### config.mk
export PLATFORM = sky130hd
export DESIGN_NAME = trt_fifo
export DESIGN_NICKNAME = d
export VERILOG_FILES = /design/src/rtl/trt_fifo.sv
export SDC_FILE = /design/constraint.sdc
export NUM_CORES = 1
export LEC_CHECK = 0
export BUFFER_PORTS_ARGS = -buffer_cell sky130_fd_sc_hd__buf_2
export CAP_MARGIN = 20
export CORE_MARGIN = 4
export CORE_UTILIZATION = 55
export DETAILED_ROUTE_END_ITERATION = 8
export HOLD_SLACK_MARGIN = 0.06
export PLACE_DENSITY = 0.77
export SYNTH_ARGS = -nofsm -noshare
export SYNTH_HDL_FRONTEND = slang
export SYNTH_SLANG_ARGS = --single-unit
export TNS_END_PERCENT = 30
### constraint.sdc
create_clock -name clk -period 2.7 [get_ports clk]
set_input_delay 0.405 -clock clk [delete_from_list [all_inputs] [get_ports clk]]
set_output_delay 0.405 -clock clk [all_outputs]
set_load 0.1 [all_outputs]
### src/rtl/trt_fifo.sv
// Small flop-based word queue with push/pop and full/empty flags.
// No dependencies.
module trt_fifo #(
  parameter int WIDTH = 8,
  parameter int DEPTH = 4
) (
  input  logic             clk,
  input  logic             rst_n,
  input  logic             push,
  input  logic [WIDTH-1:0] din,
  output logic             full,
  input  logic             pop,
  output logic [WIDTH-1:0] dout,
  output logic             empty
);
  localparam int PW = (DEPTH > 1) ? $clog2(DEPTH) : 1;
  localparam int CNW = $clog2(DEPTH + 1);

  logic [WIDTH-1:0] mem_r [DEPTH];
  logic [PW-1:0]    wp_r, rp_r;
  logic [CNW-1:0]   cnt_r;
  logic             do_push, do_pop;

  assign full    = (int'(cnt_r) == DEPTH);
  assign empty   = (cnt_r == '0);
  assign do_push = push && !full;
  assign do_pop  = pop && !empty;
  assign dout    = mem_r[rp_r];

  always_ff @(posedge clk) begin
    if (!rst_n) begin
      wp_r  <= '0;
      rp_r  <= '0;
      cnt_r <= '0;
    end else begin
      if (do_push) begin
        wp_r <= (int'(wp_r) == DEPTH - 1) ? '0 : wp_r + 1'b1;
      end
      if (do_pop) begin
        rp_r <= (int'(rp_r) == DEPTH - 1) ? '0 : rp_r + 1'b1;
      end
      if (do_push && !do_pop) begin
        cnt_r <= cnt_r + 1'b1;
      end else if (do_pop && !do_push) begin
        cnt_r <= cnt_r - 1'b1;
      end
    end
  end

  always_ff @(posedge clk) begin
    if (do_push) begin
      mem_r[wp_r] <= din;
    end
  end
endmodule

# Word level (Yosys, flattened, before mapping)
# Memories as Yosys holds them, arrays and structs flattened. A register that Yosys moved wholly into a read port is not among the register bits.
# Cells that the tools add are included.
[op_classes]
eq_ne = 3
reduce_logical = 10
n_addsub = 4
n_mux = 8
[ops]
columns = ["operator", "count"]
rows = [
  ["2-bit 2-to-1 mux", 4],
  ["3-bit 2-to-1 mux", 2],
  ["2-bit by 1-bit adder with 2-bit output (second input constant)", 2],
  ["2-bit by 1-bit == test with 1-bit output (second input constant)", 2],
  ["1-bit logical AND", 4],
  ["1-bit logical NOT", 4],
  ["3-bit by 1-bit adder with 3-bit output (second input constant)", 1],
  ["3-bit == test (second input constant)", 1],
  ["3-bit logical NOT", 1],
  ["3-bit by 1-bit subtractor with 3-bit output (second input constant)", 1],
  ["1-bit 2-to-1 mux", 2],
  ["2-bit nonzero test", 1],
]
[totals]
reg_bits = 7
mem_count = 1
output_inout_bits = 10
ram_bits = 32
wordCells = 29
[memory_table]
columns = ["memory", "depth", "word_bits", "read_ports", "rd_clocked_by_memory_dff", "wr", "line", "source"]
rows = [
  ["mem_r", 4, 8, 1, 1, 1, "19", "logic [WIDTH-1:0] mem_r [DEPTH];"],
]

# Longest topological paths before layout
[depth]
depth_word = 7
ltp_mapped = 9
mapped_depth_nobuf = 8

# Worst setup path after synthesis
# Ideal clock, no wire load.
[synth_path]
path_kind = "reg-to-reg"
from = "reg cnt_r[1]"
to = "reg cnt_r[2]"
setup_time_ps = 76
required_ps = 2624
path_stages_with_launch = 10
t_arrival_ps = 2830
n_path_buf = 1
setup_slack_ps = -205
cell_sequence = "dfxtp_1 nor3b_2 nor2b_1 buf_2 ha_1 inv_1 fa_1 xor2_1 or3_1 a21boi_0"
[synth_between]
elab_chain_cells = 6
word_cells_on_any_way = 15
[synth_rtl]
columns = ["item", "line", "source"]
rows = [
  ["start, declared", "21", "logic [CNW-1:0] cnt_r;"],
  ["start signal, assigned", "43", "cnt_r <= cnt_r + 1'b1;"],
  ["start signal, assigned", "45", "cnt_r <= cnt_r - 1'b1;"],
  ["3-bit == test *", "24", "assign full = (int'(cnt_r) == DEPTH);"],
  ["via full", "11", "output logic full,"],
  ["1-bit logical NOT *", "26", "assign do_push = push && !full;"],
  ["1-bit logical AND *", "26", ""],
  ["via do_push", "22", "logic do_push, do_pop;"],
  ["1-bit logical NOT", "44", "end else if (do_pop && !do_push) begin"],
  ["1-bit logical AND", "44", ""],
  ["2-bit nonzero test (no line)", "n/a", ""],
]
# The timed path passes the listed nets; every way through them passes the cells marked *. The select of a mux whose other input is x is not followed.
# A chain may end at the register's enable or synchronous reset.

# Worst setup path after layout
[layout_path]
from = "reg cnt_r[0]"
to = "reg cnt_r[2]"
[layout_between]
elab_chain_cells = 6
word_cells_on_any_way = 15
[layout_rtl]
columns = ["item"]
rows = [
  ["parallel branches: the longest is 6 deep, another holds 3-bit by 1-bit subtractor with 3-bit output"],
]
# Several ways; the timed one is not identified. The select of a mux whose other input is x is not followed.

==> impl_metrics.tcl <==
set metrics [dict create \
    outcome "finished clean" \
    hold_class "in -> reg" \
    synthCells 93 \
    crit_type "reg -> reg" \
    power_density_mw_per_mm2 1180 \
    seq_area_frac_synth_pct 70.0 \
    path_max_fanout 5 \
    grt_pass1_vias 899 \
    worstPathRequired_ps 2970 \
    clockBufferDepth 2 \
    die_h_um 62.4 \
    worstSetupStartpointType "flip-flop" \
    yosys_warnings 0 \
    ant_nets 0 \
    grt-ovfl-total 0 \
    worst_pin_slew_ps 527 \
    cts_tree "yes" \
    post-place-ws_ps 376 \
    cts_num_sinks 41 \
    routed_via_density 5.54 \
    dp_hpwl_mm 1.78 \
    cts_hold_buf 0 \
    area_delta_synth_final_pct 14.9 \
    p_sw_uw 935 \
    grt_pass1_wl_mm 4.28 \
    rows 19 \
    grt_antenna_before_repair 0 \
    p_int_mw 1.28 \
    ir_drop_uv 634 \
    crit_path_end_kind "flip-flop" \
    clkSlewWorstSetupHoldPaths_ps 120 \
    syn-num-nets 112 \
    drt_iter0_drc 65 \
    sw_frac_of_total_pct 42.1 \
    drc 0 \
    wl_mm 2.50 \
    fillers 204 \
    grt_max_degree 14 \
    routabilityCongestion 0.773 \
    maxSlewHeadroom_pct 64.8 \
    rr_worst_depth 7 \
    min_path_cells 1 \
    diodes 0 \
    globalRouteTotalUtil_pct 14.3 \
    min_period_over_period_pct 87.6 \
    pwr-share-seq_pct 38.9 \
    period_minus_slack_ps 2360 \
    fin_nets 137 \
    maxCapViolations 0 \
    die_w_um 62.4 \
    grt_setup_unrepaired "false" \
    fin_skew_ps 4.31 \
    setup_viol 0 \
    layout_setup_ws_ps 335 \
    drv_slew 0 \
    via_count 831 \
    numPortBuffers 21 \
    power.share.combinational_pct 39.5 \
    seq_area_mm2 0.00114 \
    cts_setup_buffers 0 \
    utilization_pct 66.8 \
    leakagePower_nw 0.692 \
    crit_arrival_ps 2630 \
    core_mm2 0.00281 \
    cts_max_level 2 \
    numCtsBuffers 5 \
    wl_per_cell_um 16.6 \
    root_buffer "clkbuf_4" \
    clkPwrFrac_pct 21.6 \
    drtPass1Iterations 4 \
    start_util_pct 58.1 \
    multiInputGateArea_um2 467 \
    fin_hold_ws_ps 285 \
    ys_ff_latch 41 \
    max_freq_mhz 423 \
    netlist_area_mm2 0.00163 \
    ios 22 \
    synth_area_per_cell_um2 17.5 \
    ys_types 23 \
    post_cts_resized 0 \
    clock_latency_ps 330 \
    drive_above_1_share_pct 32.8 \
    hold_viol_final 0 \
    total_power_mw 2.22 \
    die_area_mm2 0.00390 \
]
[routing by layer]
metal,up-vias,global-route usage (%),part of all wire [%]
met5,-,0,0
met3,5,4.14,5.8
met2,26,23.7,50
li1,400,-,-
met4,0,5.79,1.4
met1,400,17.7,42
[kinds of logic (layout without fill, tap and decap cells)]
family                     Yosys count  after routing  synth area share (%)
DFF                                 41             41                  70.0
and+or+nand+nor                     20             20                  6.60
muxes                               11             11                  12.9
adders and majority gates            7              7                  5.83
buffers and inverters                7             33                  1.76
AOI/OAI and AO/OA                    5              5                  1.84
xor gates and xnor gates             2              2                  1.07
[power by group through the flow]
stage / clock network, mW / logic [mW] / registers (mW)
floorplan: 0 / 0.795 / 0.831
global placement: 0 / 0.866 / 0.874
detailed placement: 0 / 0.878 / 0.883
CTS: 0.484 / 0.881 / 0.868
global route: 0.517 / 0.918 / 0.882
finish: 0.478 / 0.876 / 0.863
[stage by stage]
stage | TNS [ps] | std cells | instance area (um2)
after global placement | 0 | 142 | 1770
after CTS | 0 | 150 | 1870
after floorplan | -172 | 93 | 1640
final | 0 | 150 | 1870
after detailed placement | 0 | 142 | 1770
after global routing | 0 | 150 | 1870
[worst max-delay path, cell delays in order (launching register included)]
cell,delay [ps]
dfxtp_1,410
o31ai_1,500
ha_1,290
inv_1,70
fa_1,390
xor2_1,170
or3_1,300
a21boi_0,180
[path summary, 6_finish.rpt]
kind,from,endpoint,slack [ps]
setup / recovery,cnt_r[0]$_SDFFE_PN0P_,cnt_r[2]$_SDFFE_PN0P_,340
hold / removal,din[5],mem_r[1][5]$_DFFE_PP_,280
setup reg to reg,cnt_r[0]$_SDFFE_PN0P_,cnt_r[2]$_SDFFE_PN0P_,340
hold reg to reg,wp_r[1]$_SDFFE_PN0P_,wp_r[1]$_SDFFE_PN0P_,510
[placed cells by master (no fill, tap or decap), drive strengths merged, types with 3 or more instances in the layout]
master,count
buf,22
ha,6
inv,3
mux2i,3
mux4,8
clkbuf,5
edfxtp,32
dfxtp,9
and2,5
nand2,6
o21ai,3
[area by class of cell]
cell class / count / area share [%]
clock buffer: 5 / 2.00
clock inverter: 3 / 3.47
inverter: 3 / 0.601
multi-input combinational: 45 / 24.9
sequential: 41 / 60.9
tap: 31 / 2.07
timing repair buffer: 22 / 6.01
[synth_stat cells, drive strengths merged]
master | number | area [um2]
nand2 | 6 | 22.5
dfxtp | 9 | 180
o21ai | 3 | 15.0
nand3 | 2 | 10.0
or3 | 1 | 6.26
ha | 6 | 75.1
xor2 | 1 | 8.76
o31ai | 1 | 7.51
mux4 | 8 | 180
nor2 | 2 | 7.51
inv | 3 | 11.3
edfxtp | 32 | 961
and2 | 5 | 31.3
a21boi | 1 | 7.51
nor3 | 1 | 5.00
nor2b | 2 | 12.5
xnor2 | 1 | 8.76
clkbuf | 1 | 3.75
buf | 3 | 13.8
fa | 1 | 20.0
nor3b | 1 | 12.5
mux2i | 3 | 30.0
[flip-flops by register name (all words and copies together) (netlist names), named ones only]
name,cells
rp_r,2
mem_r,32
wp_r,2
cnt_r,3
Note: power is estimated with default switching activity, not from simulation.
