`src/rtl/trt_pkg.sv`:
```
// Shared types, codes and default sizes for the thin block remap translator.
// No dependencies.
package trt_pkg;

  localparam int PARTITIONS_DEF    = 4;
  localparam int EXTENTS_DEF       = 8;
  localparam int MAPPED_BLOCKS_DEF = 4096;
  localparam int MAX_CHUNKS_DEF    = 64;

  localparam int BLK_W       = 20;
  localparam int QUEUE_DEPTH = 4;

  localparam logic [1:0] CMD_READ  = 2'd0;
  localparam logic [1:0] CMD_WRITE = 2'd1;
  localparam logic [1:0] CMD_LOAD  = 2'd2;

  localparam logic [1:0] ST_OK       = 2'd0;
  localparam logic [1:0] ST_BAD_PART = 2'd1;
  localparam logic [1:0] ST_RANGE    = 2'd2;
  localparam logic [1:0] ST_TOO_MANY = 2'd3;

  localparam logic [1:0] CFG_BLOCK_SIZE = 2'd0;
  localparam logic [1:0] CFG_PART_COUNT = 2'd1;
  localparam logic [1:0] CFG_FIRST_FREE = 2'd2;

  localparam logic [16:0] BS_MIN = 17'd512;
  localparam logic [16:0] BS_MAX = 17'd65536;

  typedef struct packed {
    logic [16:0] bs;
    logic [2:0]  pcount;
  } cfg_t;

  typedef struct packed {
    logic             plain;
    logic [1:0]       status;
    logic             wr;
    logic             last;
    logic [BLK_W-1:0] blk;
    logic [15:0]      inoff;
    logic [16:0]      clen;
  } desc_t;

  typedef struct packed {
    logic [39:0] phys;
    logic [16:0] clen;
    logic        zf;
    logic        alloc;
    logic [1:0]  status;
    logic        last;
  } res_t;

endpackage

```
`src/rtl/trt_front.sv`:
```
// Front end: accepts words, holds the extent tables, checks and divides,
// walks the extents and issues chunk descriptors. Depends on trt_pkg.
module trt_front #(
  parameter int PARTITIONS    = trt_pkg::PARTITIONS_DEF,
  parameter int EXTENTS       = trt_pkg::EXTENTS_DEF,
  parameter int MAPPED_BLOCKS = trt_pkg::MAPPED_BLOCKS_DEF,
  parameter int MAX_CHUNKS    = trt_pkg::MAX_CHUNKS_DEF
) (
  input  logic          clk,
  input  logic          rst_n,
  input  trt_pkg::cfg_t cfg,
  input  logic          hold,
  input  logic          in_push,
  output logic          in_full,
  input  logic [1:0]    in_cmd,
  input  logic [1:0]    in_partition,
  input  logic [39:0]   in_offset,
  input  logic [20:0]   in_size,
  input  logic [2:0]    in_extent_index,
  input  logic [23:0]   in_extent_start,
  input  logic [24:0]   in_extent_length,
  output logic          q_push,
  output trt_pkg::desc_t q_din,
  input  logic          q_full
);
  import trt_pkg::*;

  localparam int SLOTS = PARTITIONS * EXTENTS;
  localparam int SLW   = (SLOTS > 1) ? $clog2(SLOTS) : 1;
  localparam int SW    = (EXTENTS > 1) ? $clog2(EXTENTS) : 1;
  localparam int TOT_W = $clog2(EXTENTS) + 25;
  localparam int PW    = TOT_W + 17;
  localparam int CW    = $clog2(MAX_CHUNKS + 2);

  typedef enum logic [3:0] {
    F_IDLE, F_CHECK, F_SUM, F_PROD, F_RANGE, F_DIV, F_WALK, F_STEP, F_SKIP, F_PLAIN
  } fstate_t;

  fstate_t          state_r;
  logic [23:0]      ext_st_r  [SLOTS];
  logic [24:0]      ext_len_r [SLOTS];
  logic             wr_r, first_r, bad_r, emit_r;
  logic [1:0]       part_r, status_r;
  logic [39:0]      off_r, quo_r;
  logic [20:0]      size_r, remain_r;
  logic [TOT_W-1:0] tot_r, rel_r, rel0_r;
  logic [SW-1:0]    s_r, s0_r;
  logic [PW-1:0]    prod_r;
  logic [16:0]      rem_r;
  logic [5:0]       bit_r;
  logic [CW-1:0]    cnt_r;

  logic             acc, load_ok;
  logic [SLW-1:0]   cur_slot, load_slot;
  logic [23:0]      cur_st;
  logic [24:0]      cur_len;
  logic [25:0]      r_big;
  logic             blk_bad, seg_end, is_last, too_many, range_bad, ge, bad_part;
  logic [16:0]      inoff, avail, clen, rem_sub;
  logic [20:0]      rem_after;
  logic [TOT_W-1:0] rel_inc;
  logic [17:0]      rem_sh;
  logic [40:0]      end_w;
  logic [CW-1:0]    cnt_inc;
  logic [39:0]      quo_nxt;

  assign in_full   = (state_r != F_IDLE) || hold || !rst_n;
  assign acc       = in_push && !in_full;
  assign load_ok   = (int'(in_partition) < PARTITIONS) && (int'(in_extent_index) < EXTENTS);
  assign load_slot = SLW'(int'(in_partition) * EXTENTS + int'(in_extent_index));
  assign cur_slot  = SLW'(int'(part_r) * EXTENTS + int'(s_r));
  assign cur_st    = ext_st_r[cur_slot];
  assign cur_len   = ext_len_r[cur_slot];

  always_comb begin
    bad_part  = (int'(part_r) >= int'(cfg.pcount)) || (int'(part_r) >= PARTITIONS);
    r_big     = 26'(cur_st) + 26'(rel_r);
    blk_bad   = r_big >= 26'(MAPPED_BLOCKS);
    inoff     = first_r ? rem_r : 17'd0;
    avail     = cfg.bs - inoff;
    clen      = (remain_r < 21'(avail)) ? 17'(remain_r) : avail;
    rem_after = remain_r - 21'(clen);
    is_last   = (rem_after == '0);
    rel_inc   = rel_r + 1'b1;
    seg_end   = (rel_inc == TOT_W'(cur_len));
    cnt_inc   = cnt_r + 1'b1;
    too_many  = int'(cnt_inc) > MAX_CHUNKS;
    end_w     = {1'b0, off_r} + 41'(size_r);
    range_bad = PW'(end_w) > prod_r;
    rem_sh    = {rem_r, quo_r[39]};
    ge        = rem_sh >= {1'b0, cfg.bs};
    rem_sub   = 17'(rem_sh - {1'b0, cfg.bs});
    quo_nxt   = {quo_r[38:0], ge};
  end

  always_comb begin
    q_din.plain  = (state_r == F_PLAIN);
    q_din.status = (state_r == F_PLAIN) ? status_r : ST_OK;
    q_din.wr     = wr_r;
    q_din.last   = (state_r == F_PLAIN) ? 1'b1 : is_last;
    q_din.blk    = BLK_W'(r_big);
    q_din.inoff  = 16'(inoff);
    q_din.clen   = clen;
    q_push       = !q_full && ((state_r == F_PLAIN) || (state_r == F_STEP && emit_r));
  end

  always_ff @(posedge clk) begin
    if (!rst_n) begin
      for (int i = 0; i < SLOTS; i++) begin
        ext_st_r[i]  <= '0;
        ext_len_r[i] <= '0;
      end
    end else if (acc && in_cmd == CMD_LOAD && load_ok) begin
      ext_st_r[load_slot]  <= in_extent_start;
      ext_len_r[load_slot] <= in_extent_length;
    end
  end

  always_ff @(posedge clk) begin
    if (!rst_n) begin
      state_r <= F_IDLE;
    end else begin
      case (state_r)
        F_IDLE: begin
          if (acc && (in_cmd == CMD_READ || in_cmd == CMD_WRITE)) begin
            state_r <= F_CHECK;
          end
        end
        F_CHECK: begin
          if (bad_part) begin
            status_r <= ST_BAD_PART;
            state_r  <= F_PLAIN;
          end else if (size_r == '0) begin
            status_r <= ST_OK;
            state_r  <= F_PLAIN;
          end else begin
            s_r     <= '0;
            tot_r   <= '0;
            state_r <= F_SUM;
          end
        end
        F_SUM: begin
          tot_r <= tot_r + TOT_W'(cur_len);
          if (int'(s_r) == EXTENTS - 1) begin
            state_r <= F_PROD;
          end else begin
            s_r <= s_r + 1'b1;
          end
        end
        F_PROD: begin
          prod_r  <= PW'(tot_r) * PW'(cfg.bs);
          state_r <= F_RANGE;
        end
        F_RANGE: begin
          if (range_bad) begin
            status_r <= ST_RANGE;
            state_r  <= F_PLAIN;
          end else begin
            quo_r   <= off_r;
            rem_r   <= '0;
            bit_r   <= '0;
            state_r <= F_DIV;
          end
        end
        F_DIV: begin
          quo_r <= quo_nxt;
          rem_r <= ge ? rem_sub : rem_sh[16:0];
          bit_r <= bit_r + 1'b1;
          if (bit_r == 6'd39) begin
            s_r     <= '0;
            rel_r   <= TOT_W'(quo_nxt);
            state_r <= F_WALK;
          end
        end
        F_WALK: begin
          if (rel_r < TOT_W'(cur_len)) begin
            s0_r     <= s_r;
            rel0_r   <= rel_r;
            remain_r <= size_r;
            first_r  <= 1'b1;
            cnt_r    <= '0;
            bad_r    <= 1'b0;
            emit_r   <= 1'b0;
            state_r  <= F_STEP;
          end else begin
            rel_r <= rel_r - TOT_W'(cur_len);
            s_r   <= s_r + 1'b1;
          end
        end
        F_STEP: begin
          if (!emit_r) begin
            cnt_r <= cnt_inc;
            bad_r <= bad_r || blk_bad;
            if (too_many) begin
              status_r <= ST_TOO_MANY;
              state_r  <= F_PLAIN;
            end else if (is_last) begin
              if (bad_r || blk_bad) begin
                status_r <= ST_RANGE;
                state_r  <= F_PLAIN;
              end else begin
                s_r      <= s0_r;
                rel_r    <= rel0_r;
                remain_r <= size_r;
                first_r  <= 1'b1;
                emit_r   <= 1'b1;
              end
            end else begin
              first_r  <= 1'b0;
              remain_r <= rem_after;
              if (seg_end) begin
                s_r     <= s_r + 1'b1;
                rel_r   <= '0;
                state_r <= F_SKIP;
              end else begin
                rel_r <= rel_inc;
              end
            end
          end else if (!q_full) begin
            if (is_last) begin
              state_r <= F_IDLE;
            end else begin
              first_r  <= 1'b0;
              remain_r <= rem_after;
              if (seg_end) begin
                s_r     <= s_r + 1'b1;
                rel_r   <= '0;
                state_r <= F_SKIP;
              end else begin
                rel_r <= rel_inc;
              end
            end
          end
        end
        F_SKIP: begin
          if (cur_len != '0) begin
            state_r <= F_STEP;
          end else begin
            s_r <= s_r + 1'b1;
          end
        end
        F_PLAIN: begin
          if (!q_full) begin
            state_r <= F_IDLE;
          end
        end
        default: state_r <= F_IDLE;
      endcase
    end
  end

  always_ff @(posedge clk) begin
    if (acc && state_r == F_IDLE) begin
      wr_r   <= (in_cmd == CMD_WRITE);
      part_r <= in_partition;
      off_r  <= in_offset;
      size_r <= in_size;
    end
  end
endmodule

```
`config.mk`:
```
export PLATFORM = sky130hd
export DESIGN_NAME = trt_front
export DESIGN_NICKNAME = d
export VERILOG_FILES = /design/src/rtl/trt_pkg.sv /design/src/rtl/trt_front.sv
export SDC_FILE = /design/constraint.sdc
export NUM_CORES = 2
export LEC_CHECK = 0
export BUFFER_PORTS_ARGS = -buffer_cell sky130_fd_sc_hd__clkbuf_2
export CAP_MARGIN = 10
export CORE_MARGIN = 5
export CORE_UTILIZATION = 65
export CTS_BUF_LIST = sky130_fd_sc_hd__clkbuf_16
export DETAILED_ROUTE_END_ITERATION = 6
export PLACE_DENSITY = 0.88
export SYNTH_ARGS = -nofsm -noshare
export SYNTH_HDL_FRONTEND = slang
export SYNTH_SLANG_ARGS = --single-unit
```
`constraint.sdc`:
```
create_clock -name clk -period 50.9 [get_ports clk]
set_clock_uncertainty 0.1 [all_clocks]
set_input_delay 15.27 -clock clk [delete_from_list [all_inputs] [get_ports clk]]
set_output_delay 15.27 -clock clk [all_outputs]
set_load 0.1 [all_outputs]
```
# Word level (Yosys, flattened, before mapping)
# Memory sizes are Yosys's and may differ from the RTL's.
# Cells that the tools add are included.
[op_classes]
n_addsub = 13
mul = 1
div_mod_pow = 0
n_lt_le_gt_ge = 7
n_eq_ne = 36
n_shift = 0
mux = 100
bitwise_logic = 0
n_reduce_logical = 39
[op_table]
columns = ["cell", "n"]
rows = [
  ["2-to-1 mux 28 bit", 11],
  ["2-to-1 mux 21 bit", 7],
  ["case mux 28 bit (3 select lines)", 1],
  ["case mux 40 bit (2 select lines)", 1],
  ["2-to-1 mux 17 bit", 4],
  ["2-to-1 mux 4 bit", 16],
  ["case mux 28 bit (2 select lines)", 1],
  ["> comparator 41 x 45 -> 1 bit", 1],
  ["multiplier 28 x 17 -> 45 bit", 1],
  ["zero test 21 bit", 2],
  ["case mux 21 bit (2 select lines)", 1],
  ["adder 40 x 21 -> 41 bit", 1],
  ["2-to-1 mux 40 bit", 1],
  ["case mux 4 bit (10 select lines)", 1],
  ["2-to-1 mux 3 bit", 13],
  ["case mux 17 bit (2 select lines)", 1],
  ["subtractor 17 bit", 2],
  ["adder 28 x 1 -> 28 bit, second input constant", 1],
  ["adder 28 x 25 -> 28 bit", 1],
  ["== test 28 x 25 -> 1 bit", 1],
  ["less-than comparator 28 x 25 -> 1 bit", 1],
  ["!= test 2 bit, second input constant", 14],
  ["subtractor 28 x 25 -> 28 bit", 1],
  ["adder 24 x 26 -> 26 bit", 1],
  ["other kinds (51)", 111],
]
[totals]
reg_bits = 299
latchBits = 0
ram_bits = 1568
romBits = 0
in_bits = 142
output_inout_bits = 60
wordCells = 218
n_memories = 2
[memory_table]
columns = ["name", "words", "width", "read_ports", "rd_clocked_by_memory_dff", "wr", "line_no", "text"]
rows = [
  ["ext_len_r", 32, 25, 1, 0, 32, "trt_front.sv:41", "logic [24:0] ext_len_r [SLOTS];"],
  ["ext_st_r", 32, 24, 1, 0, 32, "trt_front.sv:40", "logic [23:0] ext_st_r [SLOTS];"],
]

# Depth between registers and ports, before layout
[logic_depth]
word_depth = 11
depth_mapped = 42
mapped_depth_nobuf = 37

# Least setup slack after synthesis
# OpenSTA, ideal clock, no wires.
[synth_path]
path_type = "input -> output"
from = "in cfg[3] in the netlist's numbering"
to = "out q_din[53] in the netlist's numbering"
arrival_time_ns = 24.806
slack_ns = 10.724
stages = 39
n_path_buf = 5
cell_sequence = "clkbuf_1 -> inv_1 -> ha_1 -> inv_1 -> fa_1 -> a211oi_2 -> o31ai_2 -> xnor2_1 -> ha_1 -> a21oi_1 -> nor2b_1 -> o41ai_1 -> nand2b_1 -> a21oi_1 -> o221ai_1 -> o21ai_0 -> o21a_2 -> buf_6 -> (+3 left out) -> ha_1 -> fa_1 -> inv_1 -> maj3_2 -> maj3_2 -> maj3_2 -> maj3_2 -> maj3_2 -> o21ai_2 -> a21o_4 -> a21oi_2 -> or4_1 -> a21oi_1 -> and4_4 -> and3_1 -> buf_4 -> buf_6 -> or2_2"
[synth_rtl]
columns = ["element", "line_no", "text"]
rows = [
  ["start: declaration", "trt_front.sv:11", "input trt_pkg::cfg_t cfg,"],
  ["end: declaration", "trt_front.sv:23", "output trt_pkg::desc_t q_din,"],
]

==> flow_metrics.py <==
metrics = {
    "power": {
        "seq_power_share": 0.273,
        "power_switching_mw": 3.10,
        "swShare": 0.419,
        "clock_network_power_share": 0.180,
        "irDropWorstVdd_uv": 227,
        "total_power_mw": 7.39,
        "pwrdens_nw_per_um2": 63.5,
        "comb_power_share": 0.547,
        "cell_internal_pwr_mw": 4.29,
        "power.static_leakage_nw": 45.6,
    },
    "sta": {
        "finalCriticalPeriod_ps": 40730,
        "worstMarginPinSlew_ps": 1370,
        "layout_setup_ws_ps": 10170,
        "totalNegativeSetupSlack_ps": 0,
        "finalHoldViolCount": 0,
        "setup_viol_count_final": 0,
        "slew_violations": 0,
        "worst_slew_margin_rel": 0.0859,
        "fmax_mhz": 24.6,
        "rsz_0062_raised_after_global_routing": "false",
        "layout_worst_path_cycle_share": 0.800,
    },
    "critical_path": {
        "crit_buf_inv": 5,
        "criticalPathCategory": "input port to output pin",
        "worstSetupStartpointType": "input port",
        "cp_slowest_stage_delay_ps": 600,
        "critical_path.endpoint_type": "output pin",
        "crit-reg2reg-launch": "first_r",
        "cp_top_family": "adder cells",
        "critical_path_peak_fanout": 29,
        "arrival_ps": 25360,
        "critPathSlowestCell": "sky130_fd_sc_hd__and3_1",
        "r2r_slack_ps": 39720,
        "critical_path_required_ps": 35530,
        "worstSetupStartpoint": "cfg[3]",
        "path_common_cell": "sky130_fd_sc_hd__maj3_2",
    },
    "floorplanning": {
        "placement_rows": 149,
        "area_of_the_die_um2": 173000,
        "horiz_die_dim_um": 416,
        "floorplan.die.height_um": 416,
        "design.core.area_um2": 164000,
        "floorplan.initialDensity": 0.652,
        "io_pins": 202,
    },
    "clock_network": {
        "ctsHtreeMaxLevel": 4,
        "max-clock-path-buffers": 3,
        "cts_root_buf": "sky130_fd_sc_hd__clkbuf_16",
        "clkTransAtPathRegs_ps": 60,
        "tritoncts": "yes",
        "tritoncts.num_buffers": 183,
        "post-cts-setup-buffers": 0,
        "post_cts.resized_instances": 0,
        "count_of_hold_buffers_inserted_by_post_cts_repair": 0,
        "tritoncts_num_sinks": 1867,
        "clk_latency_ps": 860,
    },
    "yosys": {
        "netlist.area_leader.share": 0.522,
        "post_synth_inst_count": 8244,
        "post_synthesis_sequential_area_ratio": 0.522,
        "dominantRegCellSynth": "sky130_fd_sc_hd__edfxtp_1",
        "post_synth_main_area_contributors": "sky130_fd_sc_hd__edfxtp_1 (52%), sky130_fd_sc_hd__mux4_2 (10%), sky130_fd_sc_hd__and2_1 (10%), sky130_fd_sc_hd__fa_1 (7.4%), sky130_fd_sc_hd__ha_1 (3.7%)",
        "average_size_of_a_mapped_cell_um2": 13.0,
        "synth_nets": 9098,
        "mappedNetlistArea_um2": 107000,
        "ys_ff_latch": 1867,
        "yosys.cell_types.count": 95,
        "synth_enable_flop_cells": 1863,
        "yosys_warnings": 0,
        "asyncSetResetFlopFracSynth": 0,
        "synth_area_leader_cell": "sky130_fd_sc_hd__edfxtp_1",
    },
    "global_routing": {
        "grt_antenna_before_repair": 23,
        "global_route_wire_length_before_repair_um": 480000,
        "grt_overflow": 0,
        "gr-usage-all-layers": 0.378,
        "met3_track_demand_over_resource": 0.102,
        "global_route.usage.met2": 0.602,
        "grtUsageMet1": 0.438,
        "grt.busiest_layer": "met2",
        "grt_start_max_net_pins": 87,
        "vias_in_the_first_global_route": 74700,
    },
    "route": {
        "routedWlPerCell_um": 31.0,
        "finalWirelength_um": 327000,
        "route.detailed.drc": 0,
        "detailroute.via_count": 71500,
        "firstDrtPassIters": 6,
        "vias_per_cell": 6.78,
        "postRouteAntennaNets": 0,
        "drtIter0Drc": 10200,
    },
    "hold_path": {
        "hp-start": "quo_r[33]",
        "worstHoldPathType": "flop to flop",
    },
    "placed_design": {
        "placement.setup.worst_slack_ps": 10260,
        "gpl.final_weighted_congestion": 0.937,
        "placedInstanceArea_um2": 110000,
        "detailedPlacementHpwl_um": 201000,
        "port_buffers": 201,
    },
    "final_layout": {
        "multi_input_comb_area_um2": 47300,
        "final_area_um2": 116000,
        "num-nets-final": 9030,
        "layout-drive-gt1-share": 0.150,
        "final-seq-area_um2": 56000,
        "area.growth.synth_to_final_pct": 8.48,
        "final_core_utilization": 0.707,
        "n_fill_cell": 9950,
    },
    "run": {
        "max-cap-violations": 0,
    },
    "outcome": {
        "outcome": "finished clean",
    },
}
[flip-flops by register name (all words and copies together) (netlist names), 17 cells and up]
register	flops
rel_r	28
tot_r	28
rem_r	17
ext_len_r	800
ext_st_r	768
off_r	40
quo_r	40
rel0_r	28
prod_r	45
remain_r	21
size_r	21
[tightest hold or removal path, delay by kind of cell (launching register included)]
kind	cells	cell delay, ps
simple gates	2	90
flops	1	320
[power groups by stage]
stage	registers [mW]	logic [mW]	clock network [mW]
CTS	2.01	3.99	1.33
detailed placement	2.04	3.96	0
finish	2.02	4.04	1.33
global placement	2.03	3.84	0
floorplan	2.00	2.97	0
global route	2.02	4.41	1.40
[final timing paths]
path / end / cells after the start
worst min-delay path: quo_r[34] / 2
worst max register to register: s_r[1] / 35
worst max-delay path: q_din[53] / 36
worst min register to register: quo_r[34] / 2
[area by class of cell]
class	count	share of cell area
sequential	1867	0.482
multi-input combinational	5175	0.407
clock buffer	185	0.0398
tap	2189	0.0235
inverter	605	0.0196
timing repair buffer	344	0.0183
clock inverter	148	0.0101
antenna	20	0.000430
[logic make-up after synthesis]
kind of cell / share of synthesized area
xor gates and xnor gates: 0.0182
AOI/OAI and AO/OA: 0.0416
adders and majority gates: 0.112
muxes: 0.110
DFF: 0.522
buffers and inverters: 0.0427
and+or+nand+nor: 0.153
[cell usage after synthesis (55+ instances only)]
cell type / instances
sky130_fd_sc_hd__a21o_1: 55
sky130_fd_sc_hd__ha_1: 316
sky130_fd_sc_hd__a21oi_1: 193
sky130_fd_sc_hd__clkbuf_1: 533
sky130_fd_sc_hd__fa_1: 396
sky130_fd_sc_hd__xor2_1: 62
sky130_fd_sc_hd__mux4_2: 490
sky130_fd_sc_hd__and2_1: 1708
sky130_fd_sc_hd__edfxtp_1: 1863
sky130_fd_sc_hd__o21ai_0: 161
sky130_fd_sc_hd__nand2_1: 638
sky130_fd_sc_hd__nand3_1: 88
sky130_fd_sc_hd__nor2_1: 224
sky130_fd_sc_hd__xnor2_1: 152
sky130_fd_sc_hd__nor3_1: 73
sky130_fd_sc_hd__inv_1: 604
[through the flow]
step	std cells	hold slack, ps
finish	10500	415
global route	10500	452
CTS	10500	417
detailed placement	10200	404
global placement	10200	398
floorplan	8244	324
[routing by layer]
layer / share of wire / wire (µm)
met4: 0.094 / 30600
met3: 0.13 / 41000
met1: 0.31 / 100000
met2: 0.47 / 155000
met5: 0.00029 / 95
[cell usage in the layout, fill, tap and decap left out, types with 20 or more instances in the layout]
| cell type | netlist | final |
|---|---|---|
| sky130_fd_sc_hd__a31oi_1 | 21 | 21 |
| sky130_fd_sc_hd__nor3_1 | 73 | 71 |
| sky130_fd_sc_hd__mux2i_1 | 36 | 36 |
| sky130_fd_sc_hd__buf_4 | 3 | 140 |
| sky130_fd_sc_hd__edfxtp_1 | 1863 | 1863 |
| sky130_fd_sc_hd__a21o_1 | 55 | 55 |
| sky130_fd_sc_hd__ha_1 | 316 | 316 |
| sky130_fd_sc_hd__nand2_1 | 638 | 638 |
| sky130_fd_sc_hd__a21oi_1 | 193 | 190 |
| sky130_fd_sc_hd__o21ai_4 | 0 | 32 |
| sky130_fd_sc_hd__o21ai_0 | 161 | 129 |
| sky130_fd_sc_hd__and2_1 | 1708 | 1708 |
| sky130_fd_sc_hd__fa_1 | 396 | 396 |
| sky130_fd_sc_hd__xor2_1 | 62 | 62 |
| sky130_fd_sc_hd__mux2_2 | 33 | 33 |
| sky130_fd_sc_hd__o21a_1 | 27 | 27 |
| sky130_fd_sc_hd__xnor2_1 | 152 | 152 |
| sky130_fd_sc_hd__nand4_1 | 38 | 38 |
| sky130_fd_sc_hd__clkbuf_16 | 0 | 185 |
| sky130_fd_sc_hd__nor2b_1 | 38 | 38 |
| sky130_fd_sc_hd__clkbuf_2 | 0 | 200 |
| sky130_fd_sc_hd__or3_1 | 24 | 24 |
| sky130_fd_sc_hd__mux4_2 | 490 | 490 |
| sky130_fd_sc_hd__nand3_1 | 88 | 87 |
| sky130_fd_sc_hd__clkinv_1 | 0 | 44 |
| sky130_fd_sc_hd__diode_2 | 0 | 20 |
| sky130_fd_sc_hd__or2_2 | 20 | 20 |
| sky130_fd_sc_hd__nand2b_1 | 31 | 29 |
| sky130_fd_sc_hd__nor2_1 | 224 | 190 |
| sky130_fd_sc_hd__o21bai_1 | 22 | 22 |
| sky130_fd_sc_hd__and3_1 | 37 | 36 |
| sky130_fd_sc_hd__clkinv_2 | 0 | 26 |
| sky130_fd_sc_hd__a211oi_1 | 27 | 27 |
| sky130_fd_sc_hd__nor2_4 | 0 | 32 |
| sky130_fd_sc_hd__inv_1 | 604 | 648 |
No activity file was read; power rests on OpenSTA's default activity.
